[src/assert_macros.svh]
// ----------------------------------------------------------------------------
// Assertion macros
// Shared concurrent assertion forms for the centroid inner-product block.
// ----------------------------------------------------------------------------
`ifndef ASSERT_MACROS_SVH
`define ASSERT_MACROS_SVH

// Same-cycle implication, sampled on the rising clock edge, off during reset.
`define ASSERT_IMPLIES(label, clk, rst, ante, cons) \
   label: assert property (@(posedge clk) disable iff (rst) (ante) |-> (cons)) \
      else $error("same-cycle implication failed");

// Next-cycle implication, sampled on the rising clock edge, off during reset.
`define ASSERT_NEXT(label, clk, rst, ante, cons) \
   label: assert property (@(posedge clk) disable iff (rst) (ante) |=> (cons)) \
      else $error("next-cycle implication failed");

`endif

[src/vcip_pkg.sv]
// ----------------------------------------------------------------------------
// vcip_pkg
// Fixed widths, codes and shared types of the centroid inner-product block.
// ----------------------------------------------------------------------------
`default_nettype none

package vcip_pkg;

   localparam int ELEM_W     = 16;
   localparam int PROD_W     = 32;
   localparam int SUM_W      = 40;
   localparam int TAG_W      = 16;
   localparam int SEL_W      = 4;
   localparam int IDX_W      = 7;
   localparam int CIDX_W     = 4;
   localparam int NUM_W      = 5;
   localparam int DIM_W      = 8;
   localparam int CSR_IDX_W  = 2;
   localparam int CSR_DATA_W = 8;

   // request opcodes
   localparam logic OP_CENTROID = 1'b0;
   localparam logic OP_DATA     = 1'b1;

   // register map
   localparam logic [CSR_IDX_W-1:0] CSR_NUM_CENTROIDS = 2'd0;
   localparam logic [CSR_IDX_W-1:0] CSR_VEC_DIM       = 2'd1;

   localparam logic [NUM_W-1:0] NUM_CENTROIDS_RST = 5'd16;
   localparam logic [DIM_W-1:0] VEC_DIM_RST       = 8'd128;

   // one slot of the centroid sweep
   typedef struct packed {
      logic valid;
      logic last;
   } issue_type;

endpackage

`default_nettype wire

[src/vcip_seq.sv]
// ----------------------------------------------------------------------------
// vcip_seq
// Sweep sequencer: steps the shared multiply-accumulate over the centroids.
// ----------------------------------------------------------------------------
`default_nettype none

module vcip_seq #(
   parameter  int MAX_CENTROIDS = 16,
   parameter  int MAX_DIM       = 128,
   localparam int JW            = (MAX_CENTROIDS > 1) ? $clog2(MAX_CENTROIDS) : 1,
   localparam int CS_DEPTH      = MAX_CENTROIDS * MAX_DIM,
   localparam int CS_AW         = (CS_DEPTH > 1) ? $clog2(CS_DEPTH) : 1
) (
   input  wire logic                clock,
   input  wire logic                reset,
   input  wire logic                start_i,
   input  wire logic [CS_AW-1:0]    base_i,
   input  wire logic [JW-1:0]       last_cnum_i,
   output vcip_pkg::issue_type      issue_o,
   output logic      [JW-1:0]       cnum_o,
   output logic      [CS_AW-1:0]    addr_o,
   output logic                     busy_o
);

   typedef enum logic {ST_IDLE, ST_RUN} state_type;

   state_type         state_ff;
   logic [JW-1:0]     cnum_ff;
   logic [JW-1:0]     last_ff;
   logic [CS_AW-1:0]  addr_ff;

   always_ff @(posedge clock) begin
      if (reset) begin
         state_ff <= ST_IDLE;
      end else begin
         case (state_ff)
            ST_IDLE: begin
               if (start_i) begin
                  state_ff <= ST_RUN;
               end
            end
            ST_RUN: begin
               if (cnum_ff == last_ff) begin
                  state_ff <= ST_IDLE;
               end
            end
            default: begin
               state_ff <= ST_IDLE;
            end
         endcase
      end
      // load while idle, advance one centroid row per cycle while running
      if (state_ff == ST_IDLE) begin
         cnum_ff <= '0;
         addr_ff <= base_i;
         last_ff <= last_cnum_i;
      end else begin
         cnum_ff <= cnum_ff + JW'(1);
         addr_ff <= addr_ff + CS_AW'(MAX_DIM);
      end
   end

   assign busy_o        = (state_ff == ST_RUN);
   assign issue_o.valid = (state_ff == ST_RUN);
   assign issue_o.last  = (cnum_ff == last_ff);
   assign cnum_o        = cnum_ff;
   assign addr_o        = addr_ff;

endmodule

`default_nettype wire

[config.mk]
export PLATFORM = sky130hd
export DESIGN_NAME = vcip_seq
export DESIGN_NICKNAME = d
export VERILOG_FILES = /design/src/assert_macros.svh /design/src/vcip_pkg.sv /design/src/vcip_seq.sv
export SDC_FILE = /design/constraint.sdc
export NUM_CORES = 1
export LEC_CHECK = 0
export BUFFER_PORTS_ARGS = -buffer_cell sky130_fd_sc_hd__buf_2
export CORE_UTILIZATION = 43
export CTS_CLUSTER_SIZE = 20
export DETAILED_ROUTE_END_ITERATION = 10
export PLACE_DENSITY = 0.8
export SYNTH_ARGS = -nofsm -noshare
export SYNTH_HDL_FRONTEND = slang
export SYNTH_SLANG_ARGS = --single-unit
export TNS_END_PERCENT = 5
[constraint.sdc]
create_clock -name clock -period 1.5 [get_ports clock]
set_input_delay 0.075 -clock clock [delete_from_list [all_inputs] [get_ports clock]]
set_output_delay 0.075 -clock clock [all_outputs]
set_load 0.02 [all_outputs]
==> out/results.txt <==
Status - completed
Initial core utilization - 48.2%
Reg-to-reg slack, setup - 290 ps
LEAKAGE - 0.485 nW
Clk buf depth - 2
Number of global-route vias before repair - 496
Number of library cell types mapped by synthesis - 16
Mapped Cells - 57
HPWL after DPL - 920 microns
Max-slew violations - 0
Final Hold Vio Count - 0
Largest net degree at the start of global routing - 20
Syn avg cell area - 13.3 sq um
First-pass GRT wire length - 2080 microns
Num CTS Buffers - 3
Sink Count - 20
Drt pass-1 iters - 5
Kind of critical path - flip-flop to output port
Final #Nets - 122
R2R Path End - busy_o$_SDFF_PP0_
Hold Path Class - input pin to flip-flop
Drc violations - 0
H-tree Lvls - 1
XOR/XNOR share of the synthesized area - 9.23%
Seq cells post-synth - 20
Worst IR Drop VDD - 0.703 mV
Main combinational cell family by area after synthesis - simple AND/OR/NAND/NOR gates
YS warnings - 0
Core area - 0.00158 sq mm
# IOs - 36
R2R cell count - 4
Post-synth top flop - edfxtp_1
Share of layout cells above drive strength 1 - 41.6%
Clock Tree Root - clkbuf_4
Die ar. - 0.00194 sq mm
Synth Area in Adders - 3.29%
Total number of vias - 538
TritonCTS clock tree - done
RSZ-0062 raised after global routing - yes
Die Span Y - 44.0 microns
Worst Path Max Fanout - 2
Arr. time, crit path - 1370 ps
Final worst path period need - 1450 ps
Clk slew on worst S/H paths - 100 ps
Skew-Pair Late Insertion Delay - 280 ps
Final core occ - 66.0%
Final cell count without fillers - 117
Synth top area share - 43.5%
Vias per cell - 4.60
Post-synth EDFFs - 11
Worst-Margin Slew - 498 ps
Wirelength, routed - 1360 microns
Max Fclk - 0.691 GHz
Cell area after synthesis - 759 sq um
R2R Path Start - last_ff[2]$_DFFE_PN_
Total Routing Usage GR - 15.3%
Post-Synth Simple-Gate Area - 13.0%
Maxcap violations - 0
Seq/Total Area, Yosys - 67.2%
Number of cell rows - 14
P&R area growth vs syn - 37.1%
Port bufs - 35
Max_slew headroom - 66.8%
Top cells by area, synth - edfxtp_1 (43%), dfxtp_1 (24%), xor2_1 (6.9%)
Min-Delay Endpoint - addr_o[7]$_DFF_P_
Worst Setup Start Kind - flip-flop
Routed Antenna Nets - 0
Final Setup Violations - 0
WL per Instance - 11.6 microns
Ys async rst share - 0%
CP endpoint kind - output port
DIE WIDTH - 44.0 microns
Crit path required time - 1420 ps
Min-delay src - base_i[7]
Clk_skew - 5.09 ps
Syn Nets - 77
GPL Wtd Cong - 0.787
Total gr overflow - 0
# diodes - 0
Most common cell in the netlist - edfxtp_1
Critical Path Start - last_ff[2]$_DFFE_PN_
Worst hold path depth - 3
Crit share post-route - 96.4%
Post-synth top cells - edfxtp_1 (11), dfxtp_1 (9), nor2_1 (7), nor2b_1 (7), xor2_1 (6)
Synth area leader - edfxtp_1
Initial antenna violation count - 0
Dpl cells - 106
Post-synthesis compound-gate area fraction - 2.97%
Power per Cell Area - 1080 mW/mm^2
Post-synthesis mux area share - 1.48%
Initial detailed-routing violation count - 6
## how the worst max path moves through the flow
stage,to,slack (ps)
after floorplan,busy_o$_SDFF_PP0_,60
after global placement,issue_o[0],410
after detailed placement,issue_o[0],400
after CTS,issue_o[0],60
after global routing,issue_o[0],-40
final,issue_o[0],50
## stage by stage
step	instance area, sq um	hold WS, ps	setup TNS [ps]	setup slack (ps)	total power [mW]
after floorplan	759	148	0	58.9	0.804
after global placement	945	238	0	410	0.871
after detailed placement	945	239	0	401	0.878
after CTS	1020	4.79	0	64.3	1.13
after global routing	1040	39.0	-42.4	-42.4	1.19
final	1040	30.1	0	53.8	1.12
## registers in the layout, indices dropped and copies added (netlist names)
signal and count:
cnum_o 4, busy_o 1, last_ff 4, addr_o 11
## logic make-up (layout without fill, tap and decap cells)
family | count (synthesis) | count (layout)
flip-flops | 20 | 20
AND/OR/NAND/NOR | 18 | 18
XOR/XNOR | 8 | 8
AO/OA/AOI/OAI | 4 | 4
buffers and inverters | 4 | 48
adder cells (fa/ha/maj) | 2 | 2
multiplexers | 1 | 1
## worst max-delay path: stages, from the launching register on
cell	delay, ps
edfxtp_1	400
xor2_1	160
nor4_2	330
buf_4	200
## power by group
group          switching, mW  total [mW]  internal [mW]
Clock                  0.141       0.244          0.103
Sequential            0.0266       0.659          0.633
Combinational          0.125       0.220         0.0951
Total                  0.292        1.12          0.831
## cell type report
class	count	area, sq um
Fill cell	131	536
Sequential cell	20	510
Timing Repair Buffer	43	253
Multi-Input combinational cell	33	228
Clock buffer	4	26.3
Tap cell	16	20.0
Inverter	1	3.75
## routing by layer
metal	share of wire (%)	up-vias	global-route usage, %
li1	-	279	-
met1	43	237	17.9
met2	51	20	26.2
met3	4.1	2	2.45
met4	1.4	0	9.09
met5	0	-	0
## placed cells by master (no fill, tap or decap)
| cell | count |
|---|---|
| nor4_2 | 1 |
| ha_1 | 2 |
| clkbuf_4 | 3 |
| buf_2 | 34 |
| a211oi_1 | 1 |
| dlygate4sd3_1 | 6 |
| nor2_1 | 7 |
| buf_4 | 3 |
| dfxtp_1 | 9 |
| mux2_2 | 1 |
| xnor2_1 | 2 |
| and2_1 | 1 |
| inv_1 | 1 |
| xor2_1 | 6 |
| clkbuf_1 | 1 |
| edfxtp_1 | 11 |
| a21oi_1 | 3 |
| nor2b_1 | 7 |
| nand3_1 | 2 |
## what timing repair did
action | 4_1_cts | 5_1_grt
endpoints found under the setup margin | 0 | 1
resized for setup | 0 | 1
hold buffers | 5 | 1
buffers inserted | 0 | 1
hold endpoints to repair | 5 | 1
No activity file was read; power rests on OpenSTA's default activity.
