$ cat config.mk
export PLATFORM = sky130hd
export DESIGN_NAME = vcip_ram
export DESIGN_NICKNAME = d
export VERILOG_FILES = /design/src/assert_macros.svh /design/src/vcip_ram.sv
export SDC_FILE = /design/constraint.sdc
export NUM_CORES = 1
export LEC_CHECK = 0
export BUFFER_PORTS_ARGS = -buffer_cell sky130_fd_sc_hd__buf_2
export CELL_PAD_IN_SITES_DETAIL_PLACEMENT = 1
export CELL_PAD_IN_SITES_GLOBAL_PLACEMENT = 1
export CORE_AREA = 3 3 149 151
export CTS_CLUSTER_DIAMETER = 120
export CTS_CLUSTER_SIZE = 14
export DETAILED_ROUTE_END_ITERATION = 6
export DIE_AREA = 0 0 152 154
export PLACE_DENSITY = 0.73
export SYNTH_ARGS = -nofsm -noshare
export SYNTH_HDL_FRONTEND = slang
export SYNTH_SLANG_ARGS = --single-unit
$ cat constraint.sdc
create_clock -name clock -period 2.4 [get_ports clock]
set_input_delay 0.24 -clock clock [delete_from_list [all_inputs] [get_ports clock]]
set_output_delay 0.24 -clock clock [all_outputs]
set_load 0.05 [all_outputs]
$ cat src/assert_macros.svh
// ----------------------------------------------------------------------------
// Assertion macros
// Shared concurrent assertion forms for the centroid inner-product block.
// ----------------------------------------------------------------------------
`ifndef ASSERT_MACROS_SVH
`define ASSERT_MACROS_SVH

// Same-cycle implication, sampled on the rising clock edge, off during reset.
`define ASSERT_IMPLIES(label, clk, rst, ante, cons) \
   label: assert property (@(posedge clk) disable iff (rst) (ante) |-> (cons)) \
      else $error("same-cycle implication failed");

// Next-cycle implication, sampled on the rising clock edge, off during reset.
`define ASSERT_NEXT(label, clk, rst, ante, cons) \
   label: assert property (@(posedge clk) disable iff (rst) (ante) |=> (cons)) \
      else $error("next-cycle implication failed");

`endif

$ cat src/vcip_ram.sv
// ----------------------------------------------------------------------------
// vcip_ram
// Generic single-write, single-read RAM with registered read data.
// ----------------------------------------------------------------------------
`default_nettype none

module vcip_ram #(
   parameter  int WIDTH = 16,
   parameter  int DEPTH = 16,
   localparam int AW    = (DEPTH > 1) ? $clog2(DEPTH) : 1
) (
   input  wire logic             clock,
   input  wire logic             wr_en,
   input  wire logic [AW-1:0]    wr_addr,
   input  wire logic [WIDTH-1:0] wr_data,
   input  wire logic             rd_en,
   input  wire logic [AW-1:0]    rd_addr,
   output logic      [WIDTH-1:0] rd_data
);

   logic [WIDTH-1:0] mem_ff [DEPTH];

   always_ff @(posedge clock) begin
      if (wr_en) begin
         mem_ff[wr_addr] <= wr_data;
      end
      if (rd_en) begin
         rd_data <= mem_ff[rd_addr];
      end
   end

endmodule

`default_nettype wire

==> results of run 1 <==
==> routing by layer <==
layer	wire, um	share of wire, %
met4	305	1.4
met3	1610	7.5
met1	8810	41
met2	10600	50
met5	0	0
==> kinds of logic after synthesis <==
family / Yosys count
flip-flops: 272
multiplexers: 64
AND/OR/NAND/NOR: 43
AO/OA/AOI/OAI: 32
buffers and inverters: 21
==> Yosys cell counts <==
cell,n
sky130_fd_sc_hd__buf_4,3
sky130_fd_sc_hd__mux4_2,54
sky130_fd_sc_hd__a22oi_1,32
sky130_fd_sc_hd__nand3b_1,2
sky130_fd_sc_hd__or3b_2,1
sky130_fd_sc_hd__and2_1,1
sky130_fd_sc_hd__buf_2,3
sky130_fd_sc_hd__buf_6,4
sky130_fd_sc_hd__nor3_1,4
sky130_fd_sc_hd__nor2_1,13
sky130_fd_sc_hd__clkbuf_1,8
sky130_fd_sc_hd__mux4_1,10
sky130_fd_sc_hd__nand2b_1,2
sky130_fd_sc_hd__nand3_1,1
sky130_fd_sc_hd__buf_1,3
sky130_fd_sc_hd__nor2b_1,2
sky130_fd_sc_hd__nand2_1,17
sky130_fd_sc_hd__edfxtp_1,272
==> cells in the final DEF, fill, tap and decap left out <==
cell type                   netlist  final
sky130_fd_sc_hd__a22oi_1         32     32
sky130_fd_sc_hd__and2_1           1      1
sky130_fd_sc_hd__buf_12           0      3
sky130_fd_sc_hd__buf_2            3     41
sky130_fd_sc_hd__buf_4            3     26
sky130_fd_sc_hd__clkbuf_16        0     23
sky130_fd_sc_hd__edfxtp_1       272    272
sky130_fd_sc_hd__inv_6            0      1
sky130_fd_sc_hd__mux4_1          10     10
sky130_fd_sc_hd__mux4_2          54     54
sky130_fd_sc_hd__nand2_1         17     17
sky130_fd_sc_hd__nand2b_1         2      2
sky130_fd_sc_hd__nand3_1          1      1
sky130_fd_sc_hd__nand3b_1         2      2
sky130_fd_sc_hd__nor2_1          13      1
sky130_fd_sc_hd__nor2_2           0     12
sky130_fd_sc_hd__nor2b_1          2      2
sky130_fd_sc_hd__nor3_2           0      4
sky130_fd_sc_hd__or3b_2           1      1
==> flip-flops by register name (all words and copies together), names as in the netlist <==
signal / count
mem_ff: 256
rd_data: 16
==> path summary, 6_finish.rpt <==
| path | slack, ps | startpoint | end |
|---|---|---|---|
| worst max-delay path | 950 | mem_ff[3][10] | rd_data[10] |
| worst min-delay path | 100 | wr_data[12] | mem_ff[12][12] |
| worst max register to register | 950 | mem_ff[3][10] | rd_data[10] |
| worst min register to register | 740 | mem_ff[14][11] | rd_data[11] |
==> per-stage QoR <==
step | cells | area (um2) | total power (uW)
floorplan | 432 | 10200 | 5810
global placement | 756 | 10900 | 6010
detailed placement | 756 | 10900 | 6040
CTS | 780 | 11500 | 9180
global route | 780 | 11500 | 9400
finish | 780 | 11500 | 9080
==> power breakdown <==
group / internal [uW] / switching, uW / total (uW)
logic: 199 / 347 / 546
registers: 5350 / 29.1 / 5380
clock network: 1690 / 1460 / 3160
==> layout make-up <==
| class | instances | area, um2 |
|---|---|---|
| clock buffer | 23 | 576 |
| clock inverter | 1 | 8.76 |
| fill | 1830 | 9440 |
| multi-input combinational | 139 | 1960 |
| sequential | 272 | 8170 |
| tap | 275 | 344 |
| timing repair buffer | 70 | 460 |
==> out/metrics.cfg, run 1 <==
[cells_and_area]
area_delta_synth_final_pct = 12.9
final_net_count = 533
drive_gt1_share_pct = 32.7
num_antenna_cells = 0
layout.core_utilization_pct = 55.0

[yosys]
synth_fa_ha_area_share_pct = 0
syn-cell-area_mm2 = 0.0102
fraction_of_synthesized_cell_area_in_xor_and_xnor_cells_pct = 0
yosysUniqueCellTypes = 18
yosys_warnings = 0
area_fraction_in_and_or_nand_and_nor_cells_after_synthesis_pct = 1.89
fraction_of_synthesized_area_in_multiplexers_pct = 14.5
post_synth_inst_count = 432
synth_top_cells_by_area = sky130_fd_sc_hd__edfxtp_1 80%, sky130_fd_sc_hd__mux4_2 12%, sky130_fd_sc_hd__mux4_1 2.6%
syn-num-nets = 459
synth_seq_area_share_pct = 80.0
netlist.top_cell.by_area = sky130_fd_sc_hd__edfxtp_1
synth_compound_area_share_pct = 2.35
synth_top_family_by_area = multiplexers
post_synth.cell_area_avg_um2 = 23.6
yosysTopAreaCellShare_pct = 80.0
synth-seq-cells = 272

[sta]
timing.final.crit_period_ps = 1450
rsz0062_at_grt = false
fin_worst_hold_slack_ps = 99.7
final_setup_violating_endpoints = 0
tns_ps = 0
finalClockSkew_ps = 13.8
worstMarginPinSlew_ps = 576
fin_crit_sh_pct = 60.6
timing.slew.headroom_pct = 61.6
max_freq_mhz = 688
maxSlewViolCount = 0
final_critical_path_setup_slack_ps = 946
finalHoldViolations = 0

[placed_design]
finalWeightedCongestion = 0.720
port-buffer-count = 42
dp_worst_setup_slack_ps = 420
hpwlAfterDp_um = 11900

[clock_network]
cts-hold-fix-buffers = 0
clock_sinks = 272
cts_inserted_buffers = 23
cts_tree = built
cts-root-to-sink-buffers = 3
clock_latency_ps = 510
cts_setup_buffers = 0
ctsRootBufferMaster = sky130_fd_sc_hd__clkbuf_16
clk_transition_reported_paths_ps = 60
h-tree-depth = 1
postCtsResizedCells = 0

[setup_path]
worst_r2r_path_depth = 3
critPathBufInv = 0
crit_path_slowest_cell = sky130_fd_sc_hd__mux4_1
critical_path_class = flip-flop to flip-flop
required_ps = 2650
path_delay_family = multiplexers
critical_path.startpoint_type = flip-flop
critPathArrivalTime_ps = 1700
cell_chain_of_the_critical_path = mux4_1 -> a22oi_1 -> nand2_1
end_kind = flip-flop
cp_max_fo = 1
crit_path_max_incr_delay_ps = 490
cp_depth = 3

[routing]
vias_per_cell = 5.92
detailedRoute.firstIterationViolations = 467
drc = 0
wirelength_um = 21300
antenna_violating_nets_post_route = 0
drt-pass1-iter-count = 4
vias_after_detailed_routing = 4617
routed_wire_length_per_instance_um = 27.3

[global_route]
grt.total_usage_pct = 18.5
global_route.usage.met1_pct = 26.7
grt_use_met2_pct = 30.5
pin_count_of_the_biggest_net_entering_global_routing = 65
wire_length_of_the_first_global_routing_pass_um = 32300
met3_usage_pct = 2.96
grt_most_used_layer = met2
first_global_vias = 5077
gr-total-overflow = 0
antenna_found_initial = 0

[job]
max_cap_viol_count = 0

[pwr]
static-leakage-power_uw = 0.00371
worst_ir_drop_vdd_mv = 0.470
pwr_density_cell_mw_per_mm2 = 788

[floorplanning]
total_die_area_mm2 = 0.0234
floorplan.die.height_um = 154
std_cell_rows = 53
initial_utilization_pct = 48.7
die_x_um = 152
area_of_the_core_region_mm2 = 0.0210
io-pin-count = 43

[hold_path]
worst_hold_path_type = input port to flip-flop
hold_path_depth = 1

[run_status]
run_status = finished clean

Power figures use the tool's default switching activity.
==> inputs of run 2 (changes only) <==
Settings changed: ABC_AREA set to 1, CORE_AREA 3 3 149 151 to 3 3 165 167, DIE_AREA 0 0 152 154 to 0 0 168 170, PLACE_DENSITY 0.73 to 0.74.
Clock period 2.4 ns to 1.2 ns, I/O delays scaled along.
==> run 2 against run 1 <==
- largest cell class unchanged
- the flow now finishes with violations (setup timing)
- highest routed layer unchanged
- worst hold slack worse by 82 ps
- synthesized area up 13%
- total power up 110%
==> out/metrics.cfg, run 2 <==
[global_route]
pin_count_of_the_biggest_net_entering_global_routing = 65  ; unchanged
first_global_vias = 8240  ; +62%
grt.total_usage_pct = 21.7  ; +3.2 points
antenna_found_initial = 0  ; unchanged
gr-total-overflow = 0  ; unchanged
wire_length_of_the_first_global_routing_pass_um = 47400  ; +47%

[yosys]
post_synth.cell_area_avg_um2 = 10.7  ; -55%
yosys_warnings = 0  ; unchanged
synth-seq-cells = 272  ; unchanged
netlist.top_cell.by_area = sky130_fd_sc_hd__edfxtp_1
yosysTopAreaCellShare_pct = 70.8  ; -9.3 points
synth_edf_count = 272  ; unchanged
synth.most_common_cell = sky130_fd_sc_hd__nand2_1
yosys-top-cells-count = 341 x sky130_fd_sc_hd__nand2_1, 272 x sky130_fd_sc_hd__edfxtp_1, 196 x sky130_fd_sc_hd__inv_1, 193 x sky130_fd_sc_hd__nand3_1, 19 x sky130_fd_sc_hd__buf_2
synth_seq_area_share_pct = 70.8  ; -9.3 points
post_synth_inst_count = 1074  ; +150%
syn-cell-area_mm2 = 0.0115  ; +13%
syn-num-nets = 1101  ; +140%
ys_dominant_reg_cell = sky130_fd_sc_hd__edfxtp_1
synth_async_sr_flop_share_pct = 0  ; unchanged
yosysUniqueCellTypes = 12  ; -6
synth_top_cells_by_area = sky130_fd_sc_hd__edfxtp_1 71%, sky130_fd_sc_hd__nand2_1 11%, sky130_fd_sc_hd__nand3_1 8.4%

[sta]
timing.slew.headroom_pct = 73.3  ; +12 points
max_freq_mhz = 757
finalHoldViolations = 0  ; unchanged
finalClockSkew_ps = 13.9  ; +0.0930 ps
rsz0062_at_grt = true
final_setup_violating_endpoints = 12  ; +12
maxSlewViolCount = 0  ; unchanged
final_critical_path_setup_slack_ps = -120  ; -1070 ps
worstMarginPinSlew_ps = 400  ; -176 ps
timing.final.crit_period_ps = 1320
fin_crit_sh_pct = 110

[setup_path]
path_delay_family = flip-flops
critPathArrivalTime_ps = 1200  ; -500 ps
required_ps = 1080  ; -1570 ps
end_kind = output pin
rr_startpoint = mem_ff[6][15]
critical_path.reg2reg.endpoint = rd_data[15]
cell_chain_of_the_critical_path = buf_6
crit_path_max_incr_delay_ps = 490  ; about the same
worst_r2r_path_depth = 6  ; +3
critical_path.startpoint_type = flip-flop
critical_path_class = flip-flop to output pin
crit_path_slowest_cell = sky130_fd_sc_hd__edfxtp_1
cp_max_fo = 1  ; unchanged
critPathBufInv = 1  ; +1
reg2reg_setup_slack_ps = 90  ; -860 ps

[cells_and_area]
final_net_count = 1179  ; +120%
layout_commonest_cell = sky130_fd_sc_hd__nand2_1
largest_register_by_flop_count = mem_ff
finalInstanceArea_mm2 = 0.0134  ; +17%
area_delta_synth_final_pct = 16.5
final_cell_mix = 341 x sky130_fd_sc_hd__nand2_1, 272 x sky130_fd_sc_hd__edfxtp_1, 196 x sky130_fd_sc_hd__inv_1
largest_register_ffs = 256  ; unchanged
drive_gt1_share_pct = 11.8  ; -21 points
layout_top_registers = mem_ff x256, rd_data x16
num_antenna_cells = 0  ; unchanged
non_filler_cells_in_the_finished_layout = 1486  ; +91%

[floorplanning]
area_of_the_core_region_mm2 = 0.0259  ; +24%
io-pin-count = 43  ; unchanged
total_die_area_mm2 = 0.0286  ; +22%
die_x_um = 168  ; +11%
std_cell_rows = 59  ; +11%
floorplan.die.height_um = 170  ; +10%
initial_utilization_pct = 44.5  ; -4.2 points

[run_status]
run_status = finished with violations
violated_checks = setup timing

[clock_network]
h-tree-depth = 1  ; unchanged
clk_transition_reported_paths_ps = 70  ; about the same
ctsRootBufferMaster = sky130_fd_sc_hd__clkbuf_16
cts_inserted_buffers = 23  ; unchanged
cts_setup_buffers = 0  ; unchanged
cts_tree = built
clock_sinks = 272  ; unchanged
cts-root-to-sink-buffers = 3  ; unchanged
clock_latency_ps = 510  ; about the same

[routing]
drc = 0  ; unchanged
vias_per_cell = 5.20  ; -12%
wirelength_um = 30600  ; +44%
vias_after_detailed_routing = 7720  ; +67%
antenna_violating_nets_post_route = 0  ; unchanged
routed_wire_length_per_instance_um = 20.6  ; -25%
detailedRoute.firstIterationViolations = 552  ; +18%
drt-pass1-iter-count = 5  ; +1

[pwr]
worst_ir_drop_vdd_mv = 1.23  ; +160%
pwr_density_cell_mw_per_mm2 = 1410  ; +78%
p_total_uw = 18900  ; +110%
static-leakage-power_uw = 0.00568  ; +53%

[placed_design]
dpl_cell_area_mm2 = 0.0126  ; +15%
port-buffer-count = 42  ; unchanged
finalWeightedCongestion = 0.769  ; +6.8%
placed_cells = 1447  ; +91%
hpwlAfterDp_um = 18600  ; +56%

[hold_path]
hold_start = wr_data[11]
hold_path_depth = 1  ; unchanged
worst_hold_path_type = input port to flip-flop
worstHoldEndpoint = mem_ff[8][11]

[job]
max_cap_viol_count = 0  ; unchanged

[run 2: cell count changes in the layout (fill, tap and decap cells not counted), sizes merged, moves of 15 or more]
| cell | previous run | this run |
|---|---|---|
| a22oi | 32 | 0 |
| dlygate4sd3 | 0 | 15 |
| nand2 | 17 | 341 |
| nand3 | 1 | 193 |
| inv | 1 | 199 |
| buf | 70 | 89 |
| mux4 | 64 | 0 |
[run 2: metrics by stage]
step	worst slack, ps	TNS [ps]	utilization [%]	hold slack, ps
CTS	-130	-986	51.8	4.76
global route	-141	-1200	51.9	22.1
global placement	-107	-4630	48.6	489
finish	-120	-734	51.9	17.6
floorplan	-220	-35080	-	219
detailed placement	-151	-14980	48.6	497
[run 2: what timing repair did]
| action | CTS | global route |
|---|---|---|
| hold buffers | 15 | 0 |
| resized for setup | 32 | 5 |
| hold endpoints to repair | 190 | 0 |
| setup endpoints to repair | 16 | 19 |
[run 2: report_power, final]
| part | internal (uW) | switching [uW] |
|---|---|---|
| clock network | 3390 | 3100 |
| logic | 530 | 1100 |
| registers | 10700 | 86.5 |
| total | 14600 | 4280 |
[run 2: how the worst max path moves through the flow]
stage | startpoint | to | cells past startpoint
final | rd_data[4] | rd_data[4] | 1
after global routing | rd_data[4] | rd_data[4] | 1
after CTS | rd_data[4] | rd_data[4] | 1
after detailed placement | wr_addr[2] | mem_ff[3][10] | 5
after global placement | rd_addr[0] | rd_data[15] | 8
after floorplan | wr_addr[2] | mem_ff[10][0] | 2
[run 2: cell families (layout without fill, tap and decap cells)]
family	Yosys count	in the layout	synth area share, %
flops	272	272	70.8
simple gates	553	553	20.1
buf+inv	249	326	9.09
[run 2: routing by layer]
| layer | vias up | share of wire [%] | track usage, % | routed length (um) |
|---|---|---|---|---|
| li1 | 3614 | - | - | - |
| met1 | 3854 | 43 | 28.7 | 13100 |
| met2 | 187 | 50 | 38.0 | 15300 |
| met3 | 65 | 5.0 | 2.95 | 1520 |
| met4 | 0 | 2.4 | 5.98 | 747 |
| met5 | - | 0 | 0 | 0 |
[run 2: layout make-up]
class,count,area [um2]
inverter,198,746
fill,2735,12500
multi-input combinational,553,2390
clock inverter,1,8.76
sequential,272,8170
tap,335,419
clock buffer,23,576
timing repair buffer,104,1140
