--- src/assert_macros.svh ---
// ----------------------------------------------------------------------------
// Assertion macros
// Shared concurrent assertion forms for the centroid inner-product block.
// ----------------------------------------------------------------------------
`ifndef ASSERT_MACROS_SVH
`define ASSERT_MACROS_SVH

// Same-cycle implication, sampled on the rising clock edge, off during reset.
`define ASSERT_IMPLIES(label, clk, rst, ante, cons) \
   label: assert property (@(posedge clk) disable iff (rst) (ante) |-> (cons)) \
      else $error("same-cycle implication failed");

// Next-cycle implication, sampled on the rising clock edge, off during reset.
`define ASSERT_NEXT(label, clk, rst, ante, cons) \
   label: assert property (@(posedge clk) disable iff (rst) (ante) |=> (cons)) \
      else $error("next-cycle implication failed");

`endif

--- src/vcip_pkg.sv ---
// ----------------------------------------------------------------------------
// vcip_pkg
// Fixed widths, codes and shared types of the centroid inner-product block.
// ----------------------------------------------------------------------------
`default_nettype none

package vcip_pkg;

   localparam int ELEM_W     = 16;
   localparam int PROD_W     = 32;
   localparam int SUM_W      = 40;
   localparam int TAG_W      = 16;
   localparam int SEL_W      = 4;
   localparam int IDX_W      = 7;
   localparam int CIDX_W     = 4;
   localparam int NUM_W      = 5;
   localparam int DIM_W      = 8;
   localparam int CSR_IDX_W  = 2;
   localparam int CSR_DATA_W = 8;

   // request opcodes
   localparam logic OP_CENTROID = 1'b0;
   localparam logic OP_DATA     = 1'b1;

   // register map
   localparam logic [CSR_IDX_W-1:0] CSR_NUM_CENTROIDS = 2'd0;
   localparam logic [CSR_IDX_W-1:0] CSR_VEC_DIM       = 2'd1;

   localparam logic [NUM_W-1:0] NUM_CENTROIDS_RST = 5'd16;
   localparam logic [DIM_W-1:0] VEC_DIM_RST       = 8'd128;

   // one slot of the centroid sweep
   typedef struct packed {
      logic valid;
      logic last;
   } issue_type;

endpackage

`default_nettype wire

--- src/vcip_ram.sv ---
// ----------------------------------------------------------------------------
// vcip_ram
// Generic single-write, single-read RAM with registered read data.
// ----------------------------------------------------------------------------
`default_nettype none

module vcip_ram #(
   parameter  int WIDTH = 16,
   parameter  int DEPTH = 16,
   localparam int AW    = (DEPTH > 1) ? $clog2(DEPTH) : 1
) (
   input  wire logic             clock,
   input  wire logic             wr_en,
   input  wire logic [AW-1:0]    wr_addr,
   input  wire logic [WIDTH-1:0] wr_data,
   input  wire logic             rd_en,
   input  wire logic [AW-1:0]    rd_addr,
   output logic      [WIDTH-1:0] rd_data
);

   logic [WIDTH-1:0] mem_ff [DEPTH];

   always_ff @(posedge clock) begin
      if (wr_en) begin
         mem_ff[wr_addr] <= wr_data;
      end
      if (rd_en) begin
         rd_data <= mem_ff[rd_addr];
      end
   end

endmodule

`default_nettype wire

--- src/vcip_mac.sv ---
// ----------------------------------------------------------------------------
// vcip_mac
// Shared multiply-accumulate with the partial sum store and result register.
// ----------------------------------------------------------------------------
`default_nettype none

module vcip_mac #(
   parameter  int MAX_CENTROIDS = 16,
   localparam int JW            = (MAX_CENTROIDS > 1) ? $clog2(MAX_CENTROIDS) : 1
) (
   input  wire logic                                clock,
   input  wire logic                                reset,
   input  wire vcip_pkg::issue_type                 issue_i,
   input  wire logic        [JW-1:0]                cnum_i,
   input  wire logic signed [vcip_pkg::ELEM_W-1:0]  cdata_i,
   input  wire logic signed [vcip_pkg::ELEM_W-1:0]  val_i,
   input  wire logic        [vcip_pkg::TAG_W-1:0]   tag_i,
   input  wire logic                                restart_i,
   input  wire logic                                emit_i,
   output logic                                     busy_o,
   output logic                                     rsp_valid_o,
   output logic             [vcip_pkg::TAG_W-1:0]   rsp_point_tag_o,
   output logic             [vcip_pkg::CIDX_W-1:0]  rsp_centroid_index_o,
   output logic signed      [vcip_pkg::SUM_W-1:0]   rsp_dot_sum_o,
   output logic                                     rsp_last_o
);

   vcip_pkg::issue_type                   s1_ff;
   vcip_pkg::issue_type                   s2_ff;
   logic        [JW-1:0]                  s1_cnum_ff;
   logic        [JW-1:0]                  s2_cnum_ff;
   logic signed [vcip_pkg::PROD_W-1:0]    prod_ff;
   logic        [MAX_CENTROIDS-1:0]       psum_valid_ff;
   logic        [vcip_pkg::SUM_W-1:0]     psum_rd;
   logic        [vcip_pkg::SUM_W-1:0]     prod_ext;
   logic        [vcip_pkg::SUM_W-1:0]     sum_in;

   vcip_ram #(
      .WIDTH (vcip_pkg::SUM_W),
      .DEPTH (MAX_CENTROIDS)
   ) u_psum_ram (
      .clock   (clock),
      .wr_en   (s2_ff.valid),
      .wr_addr (s2_cnum_ff),
      .wr_data (sum_in),
      .rd_en   (s1_ff.valid),
      .rd_addr (s1_cnum_ff),
      .rd_data (psum_rd)
   );

   // restart on index zero, and on an entry never written since reset
   assign prod_ext = {{(vcip_pkg::SUM_W - vcip_pkg::PROD_W){prod_ff[vcip_pkg::PROD_W-1]}},
                      prod_ff};
   assign sum_in   = (restart_i || !psum_valid_ff[s2_cnum_ff]) ? prod_ext
                                                                : psum_rd + prod_ext;

   always_ff @(posedge clock) begin
      if (reset) begin
         s1_ff         <= '0;
         s2_ff         <= '0;
         psum_valid_ff <= '0;
         rsp_valid_o   <= 1'b0;
      end else begin
         s1_ff       <= issue_i;
         s2_ff       <= s1_ff;
         rsp_valid_o <= s2_ff.valid && emit_i;
         if (s2_ff.valid) begin
            psum_valid_ff[s2_cnum_ff] <= 1'b1;
         end
      end
      s1_cnum_ff <= cnum_i;
      s2_cnum_ff <= s1_cnum_ff;
      prod_ff    <= val_i * cdata_i;
      if (s2_ff.valid) begin
         rsp_point_tag_o      <= tag_i;
         rsp_centroid_index_o <= vcip_pkg::CIDX_W'(s2_cnum_ff);
         rsp_dot_sum_o        <= sum_in;
         rsp_last_o           <= s2_ff.last;
      end
   end

   assign busy_o = s1_ff.valid || s2_ff.valid;

endmodule

`default_nettype wire

--- config.mk ---
export PLATFORM = sky130hd
export DESIGN_NAME = vcip_mac
export DESIGN_NICKNAME = d
export VERILOG_FILES = /design/src/assert_macros.svh /design/src/vcip_pkg.sv /design/src/vcip_ram.sv /design/src/vcip_mac.sv
export SDC_FILE = /design/constraint.sdc
export NUM_CORES = 1
export LEC_CHECK = 0
export ABC_AREA = 0
export BUFFER_PORTS_ARGS = -buffer_cell sky130_fd_sc_hd__buf_2
export CELL_PAD_IN_SITES_DETAIL_PLACEMENT = 0
export CELL_PAD_IN_SITES_GLOBAL_PLACEMENT = 1
export CORE_AREA = 2 2 289 291
export CTS_BUF_LIST = sky130_fd_sc_hd__clkbuf_4
export CTS_CLUSTER_SIZE = 40
export DETAILED_ROUTE_END_ITERATION = 10
export DIE_AREA = 0 0 291 293
export MAX_ROUTING_LAYER = met4
export PLACE_DENSITY_LB_ADDON = 0.25
export SYNTH_ARGS = -nofsm -noshare
export SYNTH_HDL_FRONTEND = slang
export SYNTH_SLANG_ARGS = --single-unit
--- constraint.sdc ---
create_clock -name clock -period 6.91 [get_ports clock]
set_clock_uncertainty 0.05 [all_clocks]
set_input_delay 1.382 -clock clock [delete_from_list [all_inputs] [get_ports clock]]
set_output_delay 1.382 -clock clock [all_outputs]
set_load 0.01 [all_outputs]
==> flow_summary_export.csv, run 1 <==
group,metric,value,unit
grt,use_met2,0.373,
cts,tritoncts,"yes",
worst_setup_path,reg2reg_from,"prod_ff[0]",
sta,setup_tns,0,ns
pwr,power.leakage,17.7,nW
drt,post_drt_via_cell_ratio,5.41,
sta,slew_viol_final,0,
layout,drive_gt1_frac,0.270,
drt,avgRoutedWirePerCell,21.7,um
cts,root_buffer,"clkbuf_4",
cts,cts-resized-gates,0,
drt,dr.first_iter.drc_count,1499,
sta,fin_crit,6.27,ns
die,dieArea,85300,sq um
synthesis,ys_seq_area_frac,0.576,
layout,most-common-layout-cells,"edfxtp_1 (741), inv_1 (330), clkbuf_4 (279), fa_1 (263), mux4_2 (205)",
drt,firstDrtPassIters,5,
synthesis,synth-edff-count,741,
synthesis,syn_area,40800,sq um
grt,antenna_found_initial,1,
cts,cts_hold_buffers,0,
sta,slew_headroom,0.133,
layout,syn_to_final_growth,13.0,%
grt,grt_pass1_vias,24781,
run,drv_cap,0,
layout,fillers,6507,
synthesis,synth_nets,2994,
cts,cts_setup_buffers,0,
die,fp.dieW,291,um
sta,min_period_over_period,0.908,
drt,drt.antenna.violating_nets,0,
die,die_h,293,um
synthesis,netlist-cell-type-count,67,
cts,path_clk_slew,0.07,ns
sta,worstMarginPinSlew,1.30,ns
drt,drc,0,
worst_setup_path,cp.arrival,7.08,ns
drt,vias,22368,
grt,overflow,0,
synthesis,avgSynthCellArea,16.0,sq um
place,io_buffers,120,
cts,clk_latency,1.00,ns
worst_setup_path,path_max_fanout,9,
pwr,powerDensity,461,nW/um^2
outcome,status,"completed",
synthesis,synth.area.top_cells,"edfxtp_1 (55%), fa_1 (13%), mux4_2 (11%), ha_1 (3.7%), inv_1 (3.0%)",
synthesis,synth_top_area_share,0.546,
cts,cts-buffers-inserted,185,
synthesis,postSynth.asyncResetShare,0,
cts,cts.sinks,802,
die,core_area,81800,sq um
drt,wl,89.7,mm
worst_setup_path,cp-startpoint,"cdata_i[1]",
grt,met3_usage,0.0434,
pwr,ir_worst_vdd,0.590,mV
hold_path,min_from,"s2_ff[0]",
worst_setup_path,crit_path_end_kind,"register",
sta,hold_violations,0,
synthesis,synth_cells,2552,
layout,final_common_cell,"edfxtp_1",
die,initial_core_util,0.498,
cts,ctsLongestPathBuffers,3,
grt,grt_pass1_wl,142,mm
pwr,p_total,0.0212,W
sta,fmax,159,MHz
grt,grtUsageTotal,0.228,
worst_setup_path,cp_data_required_time,7.72,ns
grt,use_met1,0.293,
hold_path,hold_class,"register to register",
cts,htreeDepth,4,
die,io_pins,121,
worst_setup_path,worstSetupPathType,"primary input to register",
sta,rsz0062_at_grt,"false",
synthesis,ys_warn_count,0,
grt,grt_max_degree,162,
die,row_count,105,
worst_setup_path,crit_path_start_kind,"primary input",
place,gp_congestion,0.854,
sta,setup_viol_count_final,0,
layout,nets,3359,
place,hpwl,55.4,mm
synthesis,synth_flop_cell,"edfxtp_1",
synthesis,yosysTopAreaCell,"edfxtp_1",
grt,grt_busiest_layer,"met2",
synthesis,ys_seq_elements,802,
[routing by layer]
layer / wire, um / vias to the layer above
li1: - / 10016
met1: 37300 / 11519
met5: 0 / -
met4: 1680 / 0
met2: 45300 / 712
met3: 5380 / 121
[cell usage after synthesis (6+ instances only)]
master	number
nor2_1	88
a21o_1	33
xor2_1	19
xnor2_1	49
nor3_1	9
buf_1	16
ha_1	121
fa_1	263
inv_1	330
a21oi_1	56
and3_1	8
clkbuf_1	70
o21a_1	8
mux4_2	205
dfxtp_1	61
o21ai_1	8
nand4_1	6
nor2b_1	11
edfxtp_1	741
and2_1	125
nand3_1	15
o21ai_0	45
nand2_1	172
nand2b_1	15
[power breakdown]
part | total (W) | switching (W) | internal (W) | leakage (nW)
Sequential | 0.00639 | 0.000157 | 0.00624 | 7.21
Combinational | 0.0111 | 0.00587 | 0.00524 | 9.06
Clock | 0.00373 | 0.00178 | 0.00195 | 1.43
[state kept, by name, indices dropped and copies added, names as in the netlist]
signal and cells:
u_psum_ram.rd_data 40, u_psum_ram.mem_ff 640, rsp_centroid_index_o 4, psum_valid_ff 16, rsp_last_o 1, rsp_valid_o 1
s1_cnum_ff 4, prod_ff 32, s2_ff 2, s1_ff 2, rsp_point_tag_o 16, rsp_dot_sum_o 40
s2_cnum_ff 4
[worst paths after layout]
kind         cells after the start  slack, ns                       end
min reg2reg                      0       0.37                rsp_last_o
min                              0       0.37                rsp_last_o
max reg2reg                     13       2.35  u_psum_ram.mem_ff[0][38]
max                             21       0.64               prod_ff[30]
[critical path, cell delays in order]
cell      delay [ns]
buf_2           0.23
nand2_1         0.12
fa_1            0.52
fa_1            0.58
fa_1            0.47
fa_1            0.55
inv_1           0.05
fa_1            0.49
fa_1            0.42
ha_1            0.35
nand2_1         0.06
o21ai_0         0.25
a21oi_1         0.12
a211oi_1        0.43
o21ai_0         0.22
buf_4           0.18
a31oi_1         0.17
buf_4           0.16
a211o_1         0.11
a21oi_1         0.07
xnor2_1         0.13
[stage by stage]
stage               std cells  setup slack, ns  hold slack (ns)  instance area (sq um)   util
floorplan                2552           0.0580            0.279                  40800      -
global placement         3799           -0.366            0.342                  43700  0.534
CTS                      4129            0.688            0.319                  46100  0.563
detailed placement       3799           -0.394            0.352                  43700  0.534
global route             4131            0.424            0.352                  46100  0.563
finish                   4131            0.636            0.365                  46100  0.563
[final cells by class]
cell class	count	area (sq um)	area share
flip-flops and latches	802	23500	0.510
multi-input cells	1328	15800	0.343
clock buffers	279	2090	0.0455
repair buffers	270	1790	0.0388
well taps	1070	1340	0.0291
inverters	330	1240	0.0269
clock inverters	51	293	0.00636
diodes	1	2.50	0.0000543
[logic make-up after synthesis]
kind of cell / share of synthesized area
buf+inv: 0.0391
fa+ha+maj: 0.166
compound gates: 0.0346
mux: 0.114
flops: 0.576
simple gates: 0.0556
xor+xnor: 0.0146
(Power assumes the default switching activity.)
==> run 2, diff against run 1 <==
--- a/config.mk
+++ b/config.mk
@@ -15,7 +15,7 @@
 export DETAILED_ROUTE_END_ITERATION = 10
 export DIE_AREA = 0 0 291 293
 export MAX_ROUTING_LAYER = met4
-export PLACE_DENSITY_LB_ADDON = 0.25
+export PLACE_DENSITY = 0.88
 export SYNTH_ARGS = -nofsm -noshare
 export SYNTH_HDL_FRONTEND = slang
 export SYNTH_SLANG_ARGS = --single-unit
==> run 2 against run 1 <==
  * Via count grew 1.8%
  * Worst hold slack lost 0.00083 ns
  * Routed wire length shrank 1.8%
  * Critical path depth shrank 1
  * Combinational power is essentially flat
  * Worst setup slack lost 0.042 ns
  * Global-route usage shrank 0.72 points
  * Register-to-register slack lost 0.14 ns
  * First-iteration DRC count grew 47%
  * Highest routed layer unchanged
==> flow_summary_export.csv, run 2 (synthesis gave the netlist of run 1 again) <==
group,metric,value,unit
cts,path_clk_slew,0.07,ns
die,initial_core_util,0.498,
die,row_count,105,
layout,top_register,"u_psum_ram.mem_ff",
sta,setup_tns,0,ns
cts,htreeDepth,4,
place,gp_congestion,0.861,
worst_setup_path,cp.arrival,7.09,ns
hold_path,hold_class,"register to register",
place,post-place-cells,3783,
cts,ctsLongestPathBuffers,3,
pwr,switchingPower,0.00778,W
layout,top_regs,"u_psum_ram.mem_ff x640, rsp_dot_sum_o x40, u_psum_ram.rd_data x40",
worst_setup_path,worstSetupPathType,"primary input to register",
cts,cts-resized-gates,0,
layout,largest_register_ffs,640,
pwr,pwr-share-clk,0.167,
worst_setup_path,cp_data_required_time,7.68,ns
outcome,status,"completed",
hold_path,holdPathEnd,"s2_cnum_ff[0]",
layout,final_cells,4111,
place,hpwl,55.4,mm
drt,avgRoutedWirePerCell,21.4,um
worst_setup_path,path_max_fanout,5,
drt,dr.first_iter.drc_count,2197,
place,io_buffers,120,
hold_path,hold_depth,0,
die,fp.dieW,291,um
grt,grt_max_degree,116,
pwr,power.leakage,17.5,nW
sta,worstMarginPinSlew,1.26,ns
layout,syn_to_final_growth,12.3,%
die,io_pins,121,
layout,most-common-layout-cells,"edfxtp_1 (741), inv_1 (330), fa_1 (263), clkbuf_4 (251), mux4_2 (205)",
worst_setup_path,r2r-end,"u_psum_ram.mem_ff[13][38]",
sta,min_period_over_period,0.914,
sta,hold_violations,0,
drt,drc,0,
cts,tritoncts,"yes",
sta,slew_headroom,0.151,
grt,grt_pass1_wl,139,mm
drt,wl,88.1,mm
pwr,power.internal,0.0130,W
cts,root_buffer,"clkbuf_4",
die,core_area,81800,sq um
pwr,swShare,0.374,
grt,grtUsageTotal,0.220,
sta,fmax,158,MHz
sta,slew_viol_final,0,
die,dieArea,85300,sq um
cts,cts-buffers-inserted,179,
pwr,ir_worst_vdd,0.504,mV
grt,overflow,0,
cts,clk_latency,0.93,ns
run,drv_cap,0,
worst_setup_path,crit_path_end_kind,"register",
layout,nets,3336,
pwr,p_total,0.0208,W
drt,drt.antenna.violating_nets,0,
cts,cts_setup_buffers,0,
drt,firstDrtPassIters,5,
drt,vias,22775,
drt,post_drt_via_cell_ratio,5.54,
pwr,pwr-share-seq,0.307,
sta,setup_viol_count_final,0,
worst_setup_path,reg2reg_slack,2.21,ns
sta,rsz0062_at_grt,"false",
grt,grt_pass1_vias,24654,
worst_setup_path,reg2reg_from,"prod_ff[0]",
pwr,powerDensity,455,nW/um^2
worst_setup_path,crit_path_start_kind,"primary input",
pwr,comb_power_share,0.526,
sta,fin_crit,6.32,ns
die,die_h,293,um
layout,final_common_cell,"edfxtp_1",
grt,antenna_found_initial,5,
worst_setup_path,reg2regPathDepth,13,
layout,fillers,6342,
cts,cts.sinks,802,
hold_path,min_from,"s1_cnum_ff[0]",
cts,cts_hold_buffers,0,
layout,drive_gt1_frac,0.257,
run 2: cell count changes in the layout (fill, tap and decap cells not counted), moves of 2 or more:
cell	previous run	this run
clkinv_1	33	56
clkbuf_4	279	251
buf_4	145	129
clkinv_2	5	9
bufinv_16	3	1
run 2: metrics by stage:
stage          utilization  cell area [sq um]  setup slack, ns  hold WS [ns]
2_1_floorplan            -              40800           0.0580         0.279
3_3_place_gp         0.532              43500           -0.236         0.343
3_5_place_dp         0.532              43500           -0.299         0.345
4_1_cts              0.559              45800            0.634         0.368
5_1_grt              0.559              45800            0.366         0.370
6_report             0.559              45800            0.594         0.364
run 2: cell type report:
cell class	instances	area (sq um)	share of cell area
Sequential cell	802	23500	0.513
Multi-Input combinational cell	1328	15800	0.346
Clock buffer	251	1880	0.0412
Timing Repair Buffer	253	1650	0.0360
Tap cell	1070	1340	0.0293
Inverter	330	1240	0.0271
Clock inverter	75	327	0.00714
Antenna cell	2	5.00	0.000109
run 2: routing by layer:
| metal | share of wire | track usage |
|---|---|---|
| met1 | 0.41 | 0.295 |
| met2 | 0.50 | 0.352 |
| met3 | 0.078 | 0.0346 |
| met4 | 0.020 | 0.0677 |
| met5 | 0 | - |
run 2: worst max path at each step:
stage,startpoint,cells past startpoint,slack [ns],to
2_1_floorplan,cdata_i[7],23,0.06,prod_ff[31]
4_1_cts,val_i[15],20,0.63,prod_ff[30]
3_5_place_dp,val_i[15],20,-0.30,prod_ff[30]
6_report,val_i[15],20,0.59,prod_ff[30]
3_3_place_gp,cdata_i[2],21,-0.24,prod_ff[31]
5_1_grt,cdata_i[5],20,0.37,prod_ff[30]
run 2: power groups by stage:
stage / clock network [W] / registers (W) / logic, W
final: 0.00347 / 0.00639 / 0.0109
after global routing: 0.00379 / 0.00641 / 0.0124
after CTS: 0.00356 / 0.00639 / 0.0110
after detailed placement: 0 / 0.00649 / 0.0107
after global placement: 0 / 0.00648 / 0.0105
after floorplan: 0 / 0.00642 / 0.00758
run 2: worst max-delay path, cell delays in order:
cell and delay, ns:
buf_2 0.15, buf_4 0.15, nand2_1 0.09, inv_1 0.06, fa_1 0.68, fa_1 0.49, inv_1 0.15, fa_1 0.46
fa_1 0.58, fa_1 0.43, fa_1 0.50, inv_1 0.04, ha_1 0.28, a21o_1 0.16, a2111oi_0 0.52, a31oi_1 0.20
buf_4 0.18, a211o_1 0.24, a21oi_1 0.18, xnor2_1 0.14
